### config.mk
export PLATFORM = sky130hd
export DESIGN_NAME = sha1_byte_stream_hasher_flat
export DESIGN_NICKNAME = d
export VERILOG_FILES = /design/src/rtl/core/s1h_pkg.sv /design/src/rtl/core/s1h_if.sv /design/src/rtl/core/s1h_ctrl.sv /design/src/rtl/core/s1h_datapath.sv /design/src/rtl/core/sha1_byte_stream_hasher.sv /design/src/flat_wrapper.sv
export SDC_FILE = /design/constraint.sdc
export NUM_CORES = 2
export LEC_CHECK = 0
export ABC_AREA = 1
export BUFFER_PORTS_ARGS = -buffer_cell sky130_fd_sc_hd__clkbuf_2
export CAP_MARGIN = 10
export CORE_ASPECT_RATIO = 0.5
export CORE_MARGIN = 3
export CORE_UTILIZATION = 60
export CTS_BUF_LIST = sky130_fd_sc_hd__clkbuf_2
export CTS_CLUSTER_SIZE = 8
export DETAILED_ROUTE_END_ITERATION = 12
export PLACE_DENSITY_LB_ADDON = 0.08
export SYNTH_ARGS = -nofsm -noshare
export SYNTH_HDL_FRONTEND = slang
export SYNTH_SLANG_ARGS = --single-unit
export TNS_END_PERCENT = 30
### constraint.sdc
create_clock -name clk -period 14.8 [get_ports clk]
set_input_delay 2.22 -clock clk [delete_from_list [all_inputs] [get_ports clk]]
set_output_delay 2.22 -clock clk [all_outputs]
set_load 0.02 [all_outputs]
### src/rtl/core/s1h_pkg.sv
package s1h_pkg;

  // Input action codes
  localparam logic [1:0] ACT_ABSORB = 2'd0;
  localparam logic [1:0] ACT_FINISH = 2'd1;
  localparam logic [1:0] ACT_PAD    = 2'd2;

  // Source of the byte pushed into the block window
  localparam logic [1:0] SRC_IN   = 2'd0;
  localparam logic [1:0] SRC_MARK = 2'd1;
  localparam logic [1:0] SRC_ZERO = 2'd2;
  localparam logic [1:0] SRC_LEN  = 2'd3;

  localparam int          BLOCK_WORDS = 16;
  localparam int          DIGEST_WORDS = 5;
  localparam int          ROUNDS = 80;
  localparam int          COUNT_W = 61;
  localparam logic [7:0]  PAD_MARK = 8'h80;

  localparam logic [31:0] K_ROUND [4] = '{
    32'h5A827999, 32'h6ED9EBA1, 32'h8F1BBCDC, 32'hCA62C1D6
  };

  localparam logic [31:0] H_INIT [DIGEST_WORDS] = '{
    32'h67452301, 32'hEFCDAB89, 32'h98BADCFE, 32'h10325476, 32'hC3D2E1F0
  };

  // Commands from the controller to the datapath
  typedef struct packed {
    logic       push;       // shift one byte into the block window
    logic [1:0] byte_sel;   // SRC_* code
    logic       count_inc;  // message byte: bump the length count
    logic       init;       // load working vars, clear round counter
    logic       round;      // run one compression round
    logic       add;        // fold working vars into the chaining value
    logic       emit;       // load next digest word into output register
    logic       restart;    // back to the initial hash state
  } dp_cmd_t;

  // Status from the datapath to the controller
  typedef struct packed {
    logic pos_last;    // next byte completes the block
    logic pos_hi;      // next byte lands in the length field
    logic round_last;  // final round of the compression
    logic out_free;    // output register can take a word
    logic emit_last;   // next digest word is the final one
  } dp_stat_t;

endpackage

### src/rtl/core/s1h_if.sv
interface s1h_in_if;
  logic       valid;
  logic       ready;
  logic [1:0] action;
  logic [7:0] data_byte;

  modport source (output valid, output action, output data_byte, input ready);
  modport sink   (input valid, input action, input data_byte, output ready);
endinterface

interface s1h_out_if;
  logic        valid;
  logic        ready;
  logic [31:0] digest_word;
  logic [2:0]  word_index;
  logic        last_word;

  modport source (output valid, output digest_word, output word_index,
                  output last_word, input ready);
  modport sink   (input valid, input digest_word, input word_index,
                  input last_word, output ready);
endinterface

### src/rtl/core/s1h_ctrl.sv
module s1h_ctrl
  import s1h_pkg::*;
(
  input  logic       clk,
  input  logic       rst,
  input  logic       in_valid,
  input  logic [1:0] in_action,
  output logic       in_ready,
  input  dp_stat_t   stat,
  output dp_cmd_t    cmd
);

  localparam logic [2:0] ST_IDLE  = 3'd0;
  localparam logic [2:0] ST_MARK  = 3'd1;
  localparam logic [2:0] ST_FILL  = 3'd2;
  localparam logic [2:0] ST_ROUND = 3'd3;
  localparam logic [2:0] ST_ADD   = 3'd4;
  localparam logic [2:0] ST_OUT   = 3'd5;

  logic [2:0] state, state_next;
  logic [2:0] ret, ret_next;     // where to go after a compression
  logic       spill, spill_next; // current padding block is not the final one
  logic       accept;

  assign in_ready = (state == ST_IDLE);
  assign accept   = in_valid && in_ready;

  always_ff @(posedge clk) begin
    if (rst) begin
      state <= ST_IDLE;
      ret   <= ST_IDLE;
      spill <= 1'b0;
    end else begin
      state <= state_next;
      ret   <= ret_next;
      spill <= spill_next;
    end
  end

  always_comb begin
    cmd        = '0;
    state_next = state;
    ret_next   = ret;
    spill_next = spill;
    unique case (state)
      ST_IDLE: begin
        if (accept) begin
          unique case (in_action)
            ACT_ABSORB: begin
              cmd.push      = 1'b1;
              cmd.byte_sel  = SRC_IN;
              cmd.count_inc = 1'b1;
              if (stat.pos_last) begin
                cmd.init   = 1'b1;
                ret_next   = ST_IDLE;
                state_next = ST_ROUND;
              end
            end
            ACT_FINISH: begin
              cmd.push      = 1'b1;
              cmd.byte_sel  = SRC_IN;
              cmd.count_inc = 1'b1;
              if (stat.pos_last) begin
                cmd.init   = 1'b1;
                ret_next   = ST_MARK;
                state_next = ST_ROUND;
              end else begin
                state_next = ST_MARK;
              end
            end
            ACT_PAD: state_next = ST_MARK;
            default: ;  // unused code: dropped
          endcase
        end
      end
      ST_MARK: begin
        cmd.push     = 1'b1;
        cmd.byte_sel = SRC_MARK;
        if (stat.pos_last) begin
          // marker filled the block; length goes in a fresh one
          cmd.init   = 1'b1;
          spill_next = 1'b0;
          ret_next   = ST_FILL;
          state_next = ST_ROUND;
        end else begin
          spill_next = stat.pos_hi;
          state_next = ST_FILL;
        end
      end
      ST_FILL: begin
        cmd.push     = 1'b1;
        cmd.byte_sel = (stat.pos_hi && !spill) ? SRC_LEN : SRC_ZERO;
        if (stat.pos_last) begin
          cmd.init   = 1'b1;
          ret_next   = spill ? ST_FILL : ST_OUT;
          spill_next = 1'b0;
          state_next = ST_ROUND;
        end
      end
      ST_ROUND: begin
        cmd.round = 1'b1;
        if (stat.round_last) state_next = ST_ADD;
      end
      ST_ADD: begin
        cmd.add    = 1'b1;
        state_next = ret;
      end
      ST_OUT: begin
        if (stat.out_free) begin
          cmd.emit = 1'b1;
          if (stat.emit_last) begin
            cmd.restart = 1'b1;
            state_next  = ST_IDLE;
          end
        end
      end
      default: state_next = ST_IDLE;
    endcase
  end

endmodule

### src/rtl/core/s1h_datapath.sv
module s1h_datapath
  import s1h_pkg::*;
(
  input  logic        clk,
  input  logic        rst,
  input  logic [7:0]  data_byte,
  input  dp_cmd_t     cmd,
  output dp_stat_t    stat,
  output logic        out_valid,
  input  logic        out_ready,
  output logic [31:0] digest_word,
  output logic [2:0]  word_index,
  output logic        last_word
);

  // Block window: 64-byte shift line while filling, W schedule during rounds.
  logic [31:0]        win [BLOCK_WORDS];
  logic [31:0]        chain [DIGEST_WORDS];
  logic [31:0]        a, b, c, d, e;
  logic [6:0]         round;
  logic [5:0]         pos;
  logic [COUNT_W-1:0] count;
  logic [2:0]         out_idx;

  logic [63:0] bit_len;
  logic [7:0]  len_byte;
  logic [7:0]  push_byte;
  logic [31:0] f, k, sum, w_new;

  assign bit_len  = {count, 3'b000};
  assign len_byte = bit_len[{~pos[2:0], 3'b000} +: 8];

  always_comb begin
    unique case (cmd.byte_sel)
      SRC_IN:   push_byte = data_byte;
      SRC_MARK: push_byte = PAD_MARK;
      SRC_ZERO: push_byte = 8'h00;
      SRC_LEN:  push_byte = len_byte;
      default:  push_byte = 8'h00;
    endcase
  end

  always_comb begin
    if (round < 7'd20) begin
      f = d ^ (b & (c ^ d));
      k = K_ROUND[0];
    end else if (round < 7'd40) begin
      f = b ^ c ^ d;
      k = K_ROUND[1];
    end else if (round < 7'd60) begin
      f = (b & c) | (d & (b | c));
      k = K_ROUND[2];
    end else begin
      f = b ^ c ^ d;
      k = K_ROUND[3];
    end
  end

  assign sum   = {a[26:0], a[31:27]} + f + e + win[0] + k;
  assign w_new = win[13] ^ win[8] ^ win[2] ^ win[0];

  always_ff @(posedge clk) begin
    if (cmd.push) begin
      for (int i = 0; i < BLOCK_WORDS - 1; i++)
        win[i] <= {win[i][23:0], win[i+1][31:24]};
      win[BLOCK_WORDS-1] <= {win[BLOCK_WORDS-1][23:0], push_byte};
    end else if (cmd.round) begin
      for (int i = 0; i < BLOCK_WORDS - 1; i++)
        win[i] <= win[i+1];
      win[BLOCK_WORDS-1] <= {w_new[30:0], w_new[31]};
    end
  end

  always_ff @(posedge clk) begin
    if (cmd.init) begin
      a <= chain[0];
      b <= chain[1];
      c <= chain[2];
      d <= chain[3];
      e <= chain[4];
    end else if (cmd.round) begin
      a <= sum;
      b <= a;
      c <= {b[1:0], b[31:2]};
      d <= c;
      e <= d;
    end
  end

  always_ff @(posedge clk) begin
    if (rst) begin
      round   <= '0;
      pos     <= '0;
      count   <= '0;
      out_idx <= '0;
      for (int i = 0; i < DIGEST_WORDS; i++) chain[i] <= H_INIT[i];
    end else begin
      if (cmd.init)
        round <= '0;
      else if (cmd.round)
        round <= round + 7'd1;
      if (cmd.push) pos <= pos + 6'd1;
      if (cmd.count_inc) count <= count + COUNT_W'(1);
      if (cmd.add) begin
        chain[0] <= chain[0] + a;
        chain[1] <= chain[1] + b;
        chain[2] <= chain[2] + c;
        chain[3] <= chain[3] + d;
        chain[4] <= chain[4] + e;
      end
      if (cmd.emit && !cmd.restart) out_idx <= out_idx + 3'd1;
      if (cmd.restart) begin
        pos     <= '0;
        count   <= '0;
        out_idx <= '0;
        for (int i = 0; i < DIGEST_WORDS; i++) chain[i] <= H_INIT[i];
      end
    end
  end

  // Output register
  always_ff @(posedge clk) begin
    if (rst) begin
      out_valid <= 1'b0;
    end else if (cmd.emit) begin
      out_valid <= 1'b1;
    end else if (out_ready) begin
      out_valid <= 1'b0;
    end
  end

  always_ff @(posedge clk) begin
    if (cmd.emit) begin
      digest_word <= chain[out_idx];
      word_index  <= out_idx;
      last_word   <= (out_idx == 3'(DIGEST_WORDS - 1));
    end
  end

  assign stat.pos_last   = (pos == 6'd63);
  assign stat.pos_hi     = (pos >= 6'd56);
  assign stat.round_last = (round == 7'(ROUNDS - 1));
  assign stat.out_free   = !out_valid || out_ready;
  assign stat.emit_last  = (out_idx == 3'(DIGEST_WORDS - 1));

endmodule

### src/rtl/core/sha1_byte_stream_hasher.sv
// SHA-1 hasher fed one message byte per transaction. Action ABSORB (0) adds a
// byte, FINISH (1) adds a byte and closes the message, PAD (2) closes the
// message with no byte; code 3 is accepted and dropped. On close the block
// appends the standard padding (0x80, zeros, 64-bit big-endian bit length,
// spilling into a second block when needed) and returns the digest as five
// output transactions, H0 first, word_index 0..4, last_word on the fifth;
// it then starts over for the next message. The bit length wraps modulo 2^64.
// Each full 64-byte block is followed by its compression (80 rounds on one
// shared round unit, one per cycle, plus the chaining add), during which
// in_ch.ready is low. Closing a message feeds the padding through the same
// one-byte-per-cycle block window, runs one or two compressions, then loads
// the five digest words into the output register one at a time, waiting
// whenever out_ch stalls. Input is taken again as soon as the last word sits
// in the output register.
module sha1_byte_stream_hasher
  import s1h_pkg::*;
(
  input logic clk,
  input logic rst,
  s1h_in_if.sink    in_ch,
  s1h_out_if.source out_ch
);

  dp_cmd_t  cmd;   // controller -> datapath
  dp_stat_t stat;  // datapath -> controller

  // Sequencer: byte intake, padding, round count, digest readout.
  s1h_ctrl u_ctrl (
    .clk       (clk),
    .rst       (rst),
    .in_valid  (in_ch.valid),
    .in_action (in_ch.action),
    .in_ready  (in_ch.ready),
    .stat      (stat),
    .cmd       (cmd)
  );

  // Block window / schedule, round unit, chaining value, output register.
  s1h_datapath u_dp (
    .clk         (clk),
    .rst         (rst),
    .data_byte   (in_ch.data_byte),
    .cmd         (cmd),
    .stat        (stat),
    .out_valid   (out_ch.valid),
    .out_ready   (out_ch.ready),
    .digest_word (out_ch.digest_word),
    .word_index  (out_ch.word_index),
    .last_word   (out_ch.last_word)
  );

endmodule

### src/flat_wrapper.sv
// flat-port wrapper written by rule: the top's interface ports become plain ports
module sha1_byte_stream_hasher_flat import s1h_pkg::*;
  (clk, rst, in_ch_valid, in_ch_action, in_ch_data_byte, in_ch_ready, out_ch_valid, out_ch_digest_word, out_ch_word_index, out_ch_last_word, out_ch_ready);
  s1h_in_if in_ch_i ();
  s1h_out_if out_ch_i ();
  input logic clk;
  input logic rst;
  input wire logic [$bits(in_ch_i.valid)-1:0] in_ch_valid;
  input wire logic [$bits(in_ch_i.action)-1:0] in_ch_action;
  input wire logic [$bits(in_ch_i.data_byte)-1:0] in_ch_data_byte;
  output wire logic [$bits(in_ch_i.ready)-1:0] in_ch_ready;
  output wire logic [$bits(out_ch_i.valid)-1:0] out_ch_valid;
  output wire logic [$bits(out_ch_i.digest_word)-1:0] out_ch_digest_word;
  output wire logic [$bits(out_ch_i.word_index)-1:0] out_ch_word_index;
  output wire logic [$bits(out_ch_i.last_word)-1:0] out_ch_last_word;
  input wire logic [$bits(out_ch_i.ready)-1:0] out_ch_ready;
  assign in_ch_i.valid = in_ch_valid;
  assign in_ch_i.action = in_ch_action;
  assign in_ch_i.data_byte = in_ch_data_byte;
  assign in_ch_ready = in_ch_i.ready;
  assign out_ch_valid = out_ch_i.valid;
  assign out_ch_digest_word = out_ch_i.digest_word;
  assign out_ch_word_index = out_ch_i.word_index;
  assign out_ch_last_word = out_ch_i.last_word;
  assign out_ch_i.ready = out_ch_ready;
  sha1_byte_stream_hasher u_core (.clk(clk), .rst(rst), .in_ch(in_ch_i), .out_ch(out_ch_i));
endmodule
# Word-level counts from Yosys, hierarchy flattened
# Memories as Yosys holds them, arrays and structs flattened. A register that Yosys moved wholly into a read port is not among the register bits.
# Cells that the tools add are included.
# word_totals
regBits	249
latchBits	0
ram_bits	672
romBits	0
in_bits	14
output_inout_bits	38
elab_cells	208
n_memories	2
# op_classes
addsub	13
n_mul	0
div_mod_pow	0
n_lt_le_gt_ge	4
n_eq_ne	23
shift	1
muxes	90
bitwise_logic	39
n_reduce_logical	21
# mem_list
memory	depth	word_bits	read_ports	rd_clocked_by_memory_dff	wr	line	rtl
u_core.u_dp.win	16	32	16	0	16	s1h_datapath.sv:17	logic [31:0] win [BLOCK_WORDS];
u_core.u_dp.chain	5	32	6	1	5	s1h_datapath.sv:18	logic [31:0] chain [DIGEST_WORDS];
# op_table
op	n
$mux W32	41
$add A32 B32 Y32	9
$xor A32 B32 Y32	7
$and A32 B32 Y32	3
$or A32 B32 Y32	2
$shiftx A64 B7 Y8	1
$add A61 B1 Y61 const B	1
$mux W3	11
$pmux W8 S4	1
$mux W31	1
$pmux W3 S3	3
$or A1 B1 Y1	26
$mux W1	24
$pmux W3 S6	1
$lt A7 B6 Y1 const B	2
$ne A2 B1 Y1 const B	6
$mux W5	2
$eq A3 B3 Y1 const B	3
$reduce_or A2 Y1	4
$add A7 B1 Y7 const B	1
$eq A7 B7 Y1 const B	1
$lt A7 B5 Y1 const B	1
$reduce_and A7 Y1	1
$add A6 B1 Y6 const B	1
other kinds (23)	38

# Longest topological paths before layout
# logic_depth
ltp_word	12
ltp_mapped	28
ltp_nobuf	27

# Modules after synthesis
# Synthesis repeated with hierarchy kept, for this count alone.
# unflattened
hier_cells	7504
hier_area_um2	59356.9
# by_module_without_submodules
module	instances	cells_each	area_each_um2	seq_area_each_um2
s1h_datapath	1	7410	58745.1	26025.0
s1h_ctrl	1	94	611.8	140.1

# Worst setup path before layout
# No wires, ideal clock.
# synth_timing
kind	input-to-reg
startpoint	input port in_ch_action[1]
endpoint	memory u_core.u_dp.win[0][0] (enable)
setup_ns	3.664
arrival_ns	11.388
required_ns	11.136
slack_ns	-0.253
path_stages	10
n_path_buf	2
path_cell_list	inv_1 > ha_1 > nor2_1 > nor2_1 > nand2_2 > nand2_4 > inv_4 > buf_2 > buf_2 > nand2_1
# synth_lines
element	line	rtl
start, declared	flat_wrapper.sv:9	input wire logic [$bits(in_ch_i.action)-1:0] in_ch_action;
end, declared	s1h_datapath.sv:17	

# Final worst setup path
# layout_timing
startpoint	input port in_ch_action[1]
endpoint	register u_core.u_dp.e[23] (enable)
# layout_between
elab_chain_len	6
word_cells_on_any_way	7
classes_between	1 x eq/ne; 3 x mux; 3 x reduce/logical
# layout_rtl
element	line	rtl
$eq A2 B1 Y1 / $logic_not A2 Y1 (equally long branches)	s1h_ctrl.sv:48	unique case (in_action)
$reduce_or A2 Y1 (no source line) (*)	n/a	
$mux W5 (*)	n/a	
$mux W5 (*)	s1h_ctrl.sv:47	if (accept) begin
$pmux W1 S2 (*)	s1h_ctrl.sv:45	unique case (state)
$reduce_bool A2 Y1 (no source line) (*)	n/a	
end signal, assigned	s1h_datapath.sv:80	e <= chain[4];
end, declared	s1h_datapath.sv:19	logic [31:0] a, b, c, d, e;
# Every way passes the cells marked *; elsewhere a longest branch is shown, timed or not.
# A chain may end at the register's enable or synchronous reset.

==> results_dict.tcl <==
set metrics [dict create \
    status "complete, no violations" \
    synthesis.area_um2 58600 \
    p_leak_nw 25.99 \
    finalSetupViolCount 0 \
    grt_max_degree 155 \
    crit_fanout 132 \
    cts_setup_buffers 0 \
    cts_buffers 213 \
    die_x_um 448.0 \
    pwr-share-comb_pct 15.5 \
    fin_tns_setup_ps 0 \
    finalHoldViolCount 0 \
    hpwlAfterDp_um 140000 \
    rr_worst_depth 22 \
    crit_type "in2reg" \
    r2r-start "u_core.u_dp.round[4]$_SDFFE_PP0N_" \
    clock_latency_ps 1720 \
    power.density_nw_per_um2 99.81 \
    die_area_um2 101700 \
    viasPerCell 5.965 \
    cts.path.max_buffers 3 \
    end_kind "flop" \
    clock-skew-final_ps 161.7 \
    cts-root-buf "clkbuf_2" \
    antenna_found_initial 5 \
    drv_cap 0 \
    r2r_slack_ps 8030 \
    switchingPower_mw 1.972 \
    synth_fp_nets 7427 \
    drv_slew 0 \
    max_freq_mhz 143.6 \
    synth.distinct_cells 60 \
    start_util_pct 60.98 \
    yosysMostFrequentCell "nand2_1" \
    num_io_pins 52 \
    yosysSeqAreaShare_pct 47.38 \
    synth-edff-count 868 \
    min_period_ps 6961 \
    routed_wl_um 188300 \
    clockPowerShare_pct 28.3 \
    place_ws_ps 6407 \
    wl_per_cell_um 21.91 \
    syn_area_per_cell_um2 8.266 \
    drtIter0Drc 7152 \
    n_fill_cell 8378 \
    core_um2 96090 \
    die_y_um 227.0 \
    grt_usage_pct 36.73 \
    swShare_pct 32.05 \
    grt_overflow 0 \
    p_int_mw 4.181 \
    ys_async_sr_fraction_pct 0 \
    synth_ff_type "edfxtp_1" \
    num_vias 51280 \
    ant_nets 0 \
    post-route-drc-count 0 \
    num_rows 80 \
    critPathLaunch "in_ch_action[1]" \
    layout-area-overhead-vs-synth_pct 5.193 \
    first_global_vias 47250 \
    final_nets 7503 \
    postLayoutSetupSlackWorst_ps 7839 \
    yosys_warnings 0 \
    netlist_instances 7089 \
    synth_top_cells_by_count "nand2_1 (2135), inv_1 (914), edfxtp_1 (868), o21ai_0 (550), nor2_1 (548)" \
    cp-start-kind "primary input" \
    cts_tree "yes" \
    ys_ff_latch 953 \
    fin_hold_ws_ps 465.6 \
    r2r-end "u_core.u_dp.a[19]$_DFFE_PP_" \
    numClockSinks 953 \
    grt_pass1_wl_um 281300 \
    worst_slew_pin_slew_ps 1151 \
    ir_drop_v 0.00007498 \
    yosysTopAreaCellShare_pct 44.48 \
    gp_congestion 1.058 \
    synth_top_cell_by_area "edfxtp_1" \
    seqPwrFrac_pct 56.2 \
    hp-class "reg2reg" \
    hold_path_depth 2 \
    crit_end "u_core.u_dp.e[23]$_DFFE_PP_" \
    max-slew-margin-rel_pct 23.29 \
    drive_gt1_share_pct 6.719 \
    crit_required_ps 16030 \
    ctsResizeCount 0 \
    rsz0062_at_grt "no" \
    synth_top_cells_by_area "edfxtp_1 (44%), nand2_1 (14%), inv_1 (5.9%)" \
    period_share_pct 47.04 \
    htree_num_levels 4 \
    hold_buffers 0 \
    crit_arrival_ps 8190 \
    drt-pass1-iter-count 7 \
    port_buffers 51 \
    path_clk_slew_ps 130 \
]
==> how the worst min path moves through the flow <==
stage,startpoint,endpoint,slack (ps)
2_1_floorplan,u_core.u_ctrl.ret[2]$_SDFFE_PP0P_,u_core.u_ctrl.ret[2]$_SDFFE_PP0P_,420
3_3_place_gp,u_core.u_ctrl.ret[2]$_SDFFE_PP0P_,u_core.u_ctrl.ret[2]$_SDFFE_PP0P_,440
3_5_place_dp,u_core.u_ctrl.ret[2]$_SDFFE_PP0P_,u_core.u_ctrl.ret[2]$_SDFFE_PP0P_,450
4_1_cts,u_core.u_ctrl.ret[2]$_SDFFE_PP0P_,u_core.u_ctrl.ret[2]$_SDFFE_PP0P_,470
5_1_grt,u_core.u_ctrl.ret[2]$_SDFFE_PP0P_,u_core.u_ctrl.ret[2]$_SDFFE_PP0P_,490
6_report,u_core.u_ctrl.ret[2]$_SDFFE_PP0P_,u_core.u_ctrl.ret[2]$_SDFFE_PP0P_,470
==> per-stage QoR <==
| stage | area [µm²] | util (%) | std cells | power [mW] |
|---|---|---|---|---|
| 6_report | 61640 | 64.15 | 8597 | 6.153 |
| 5_1_grt | 61640 | 64.15 | 8596 | 6.451 |
| 4_1_cts | 61630 | 64.14 | 8593 | 6.165 |
| 3_5_place_dp | 59730 | 62.16 | 8221 | 4.455 |
| 3_3_place_gp | 59730 | 62.16 | 8221 | 4.425 |
| 2_1_floorplan | 58600 | - | 7089 | 4.207 |
==> cell usage in the layout, fill, tap and decap left out, types with 163 or more instances in the layout <==
cell,instances
edfxtp_1,868
nand2_1,2132
clkbuf_2,362
ha_1,199
nor2_1,547
nand3_1,296
o21ai_1,163
inv_1,913
o21ai_0,550
a21oi_1,374
==> flip-flops by register name, indices dropped and copies added (netlist names), 3 cells and up <==
signal                   cells
u_core.u_dp.win            512
u_core.u_dp.chain          160
u_core.u_dp.count           61
u_core.u_dp.a               32
u_core.u_dp.b               32
u_core.u_dp.c               32
u_core.u_dp.d               32
u_core.u_dp.digest_word     32
u_core.u_dp.e               32
u_core.u_dp.round            7
u_core.u_dp.pos              6
u_core.u_ctrl.ret            3
u_core.u_ctrl.state          3
u_core.u_dp.out_idx          3
u_core.u_dp.word_index       3
==> power by group through the flow <==
stage	combinational, mW	sequential [mW]	clock [mW]
3_5_place_dp	0.943	3.51	0
2_1_floorplan	0.693	3.51	0
4_1_cts	0.950	3.45	1.76
6_report	0.956	3.46	1.74
5_1_grt	1.08	3.48	1.89
3_3_place_gp	0.920	3.51	0
==> worst max-delay path: stages <==
cell and delay [ps]:
clkbuf_2 80, inv_1 60, ha_1 200, nor2_1 60, nor2_1 140, nand2_2 500, nand2_8 760, inv_4 520
nor2_4 620, inv_4 440, nand2_4 870, buf_4 660, buf_4 730
==> per-layer routing <==
metal	vias to the layer above	track usage (%)	routed length (µm)
li1	23740	-	-
met1	24040	51.43	76830
met2	2954	53.32	78480
met3	544	9.862	23330
met4	4	17.73	9653
met5	-	0	23
==> cell families after synthesis <==
kind of cell | after synthesis | share of synthesized area [%]
AOI/OAI and AO/OA | 1311 | 12.11
xor gates and xnor gates | 139 | 2.077
adders and majority gates | 324 | 8.519
buffers and inverters | 1156 | 7.759
DFF | 953 | 47.38
muxes | 1 | 0.01708
and+or+nand+nor | 3205 | 22.13
==> layout make-up <==
cell class              instances  area [µm²]  share of cell area, %
flip-flops and latches        953       27770                  45.05
multi-input cells            4980       26340                  42.73
inverters                     931        3507                  5.689
well taps                    1271        1590                  2.580
clock buffers                 311        1556                  2.525
repair buffers                 86       518.0                 0.8403
clock inverters                61       350.3                 0.5683
diodes                          4       10.01                0.01624
(Power assumes the default switching activity.)
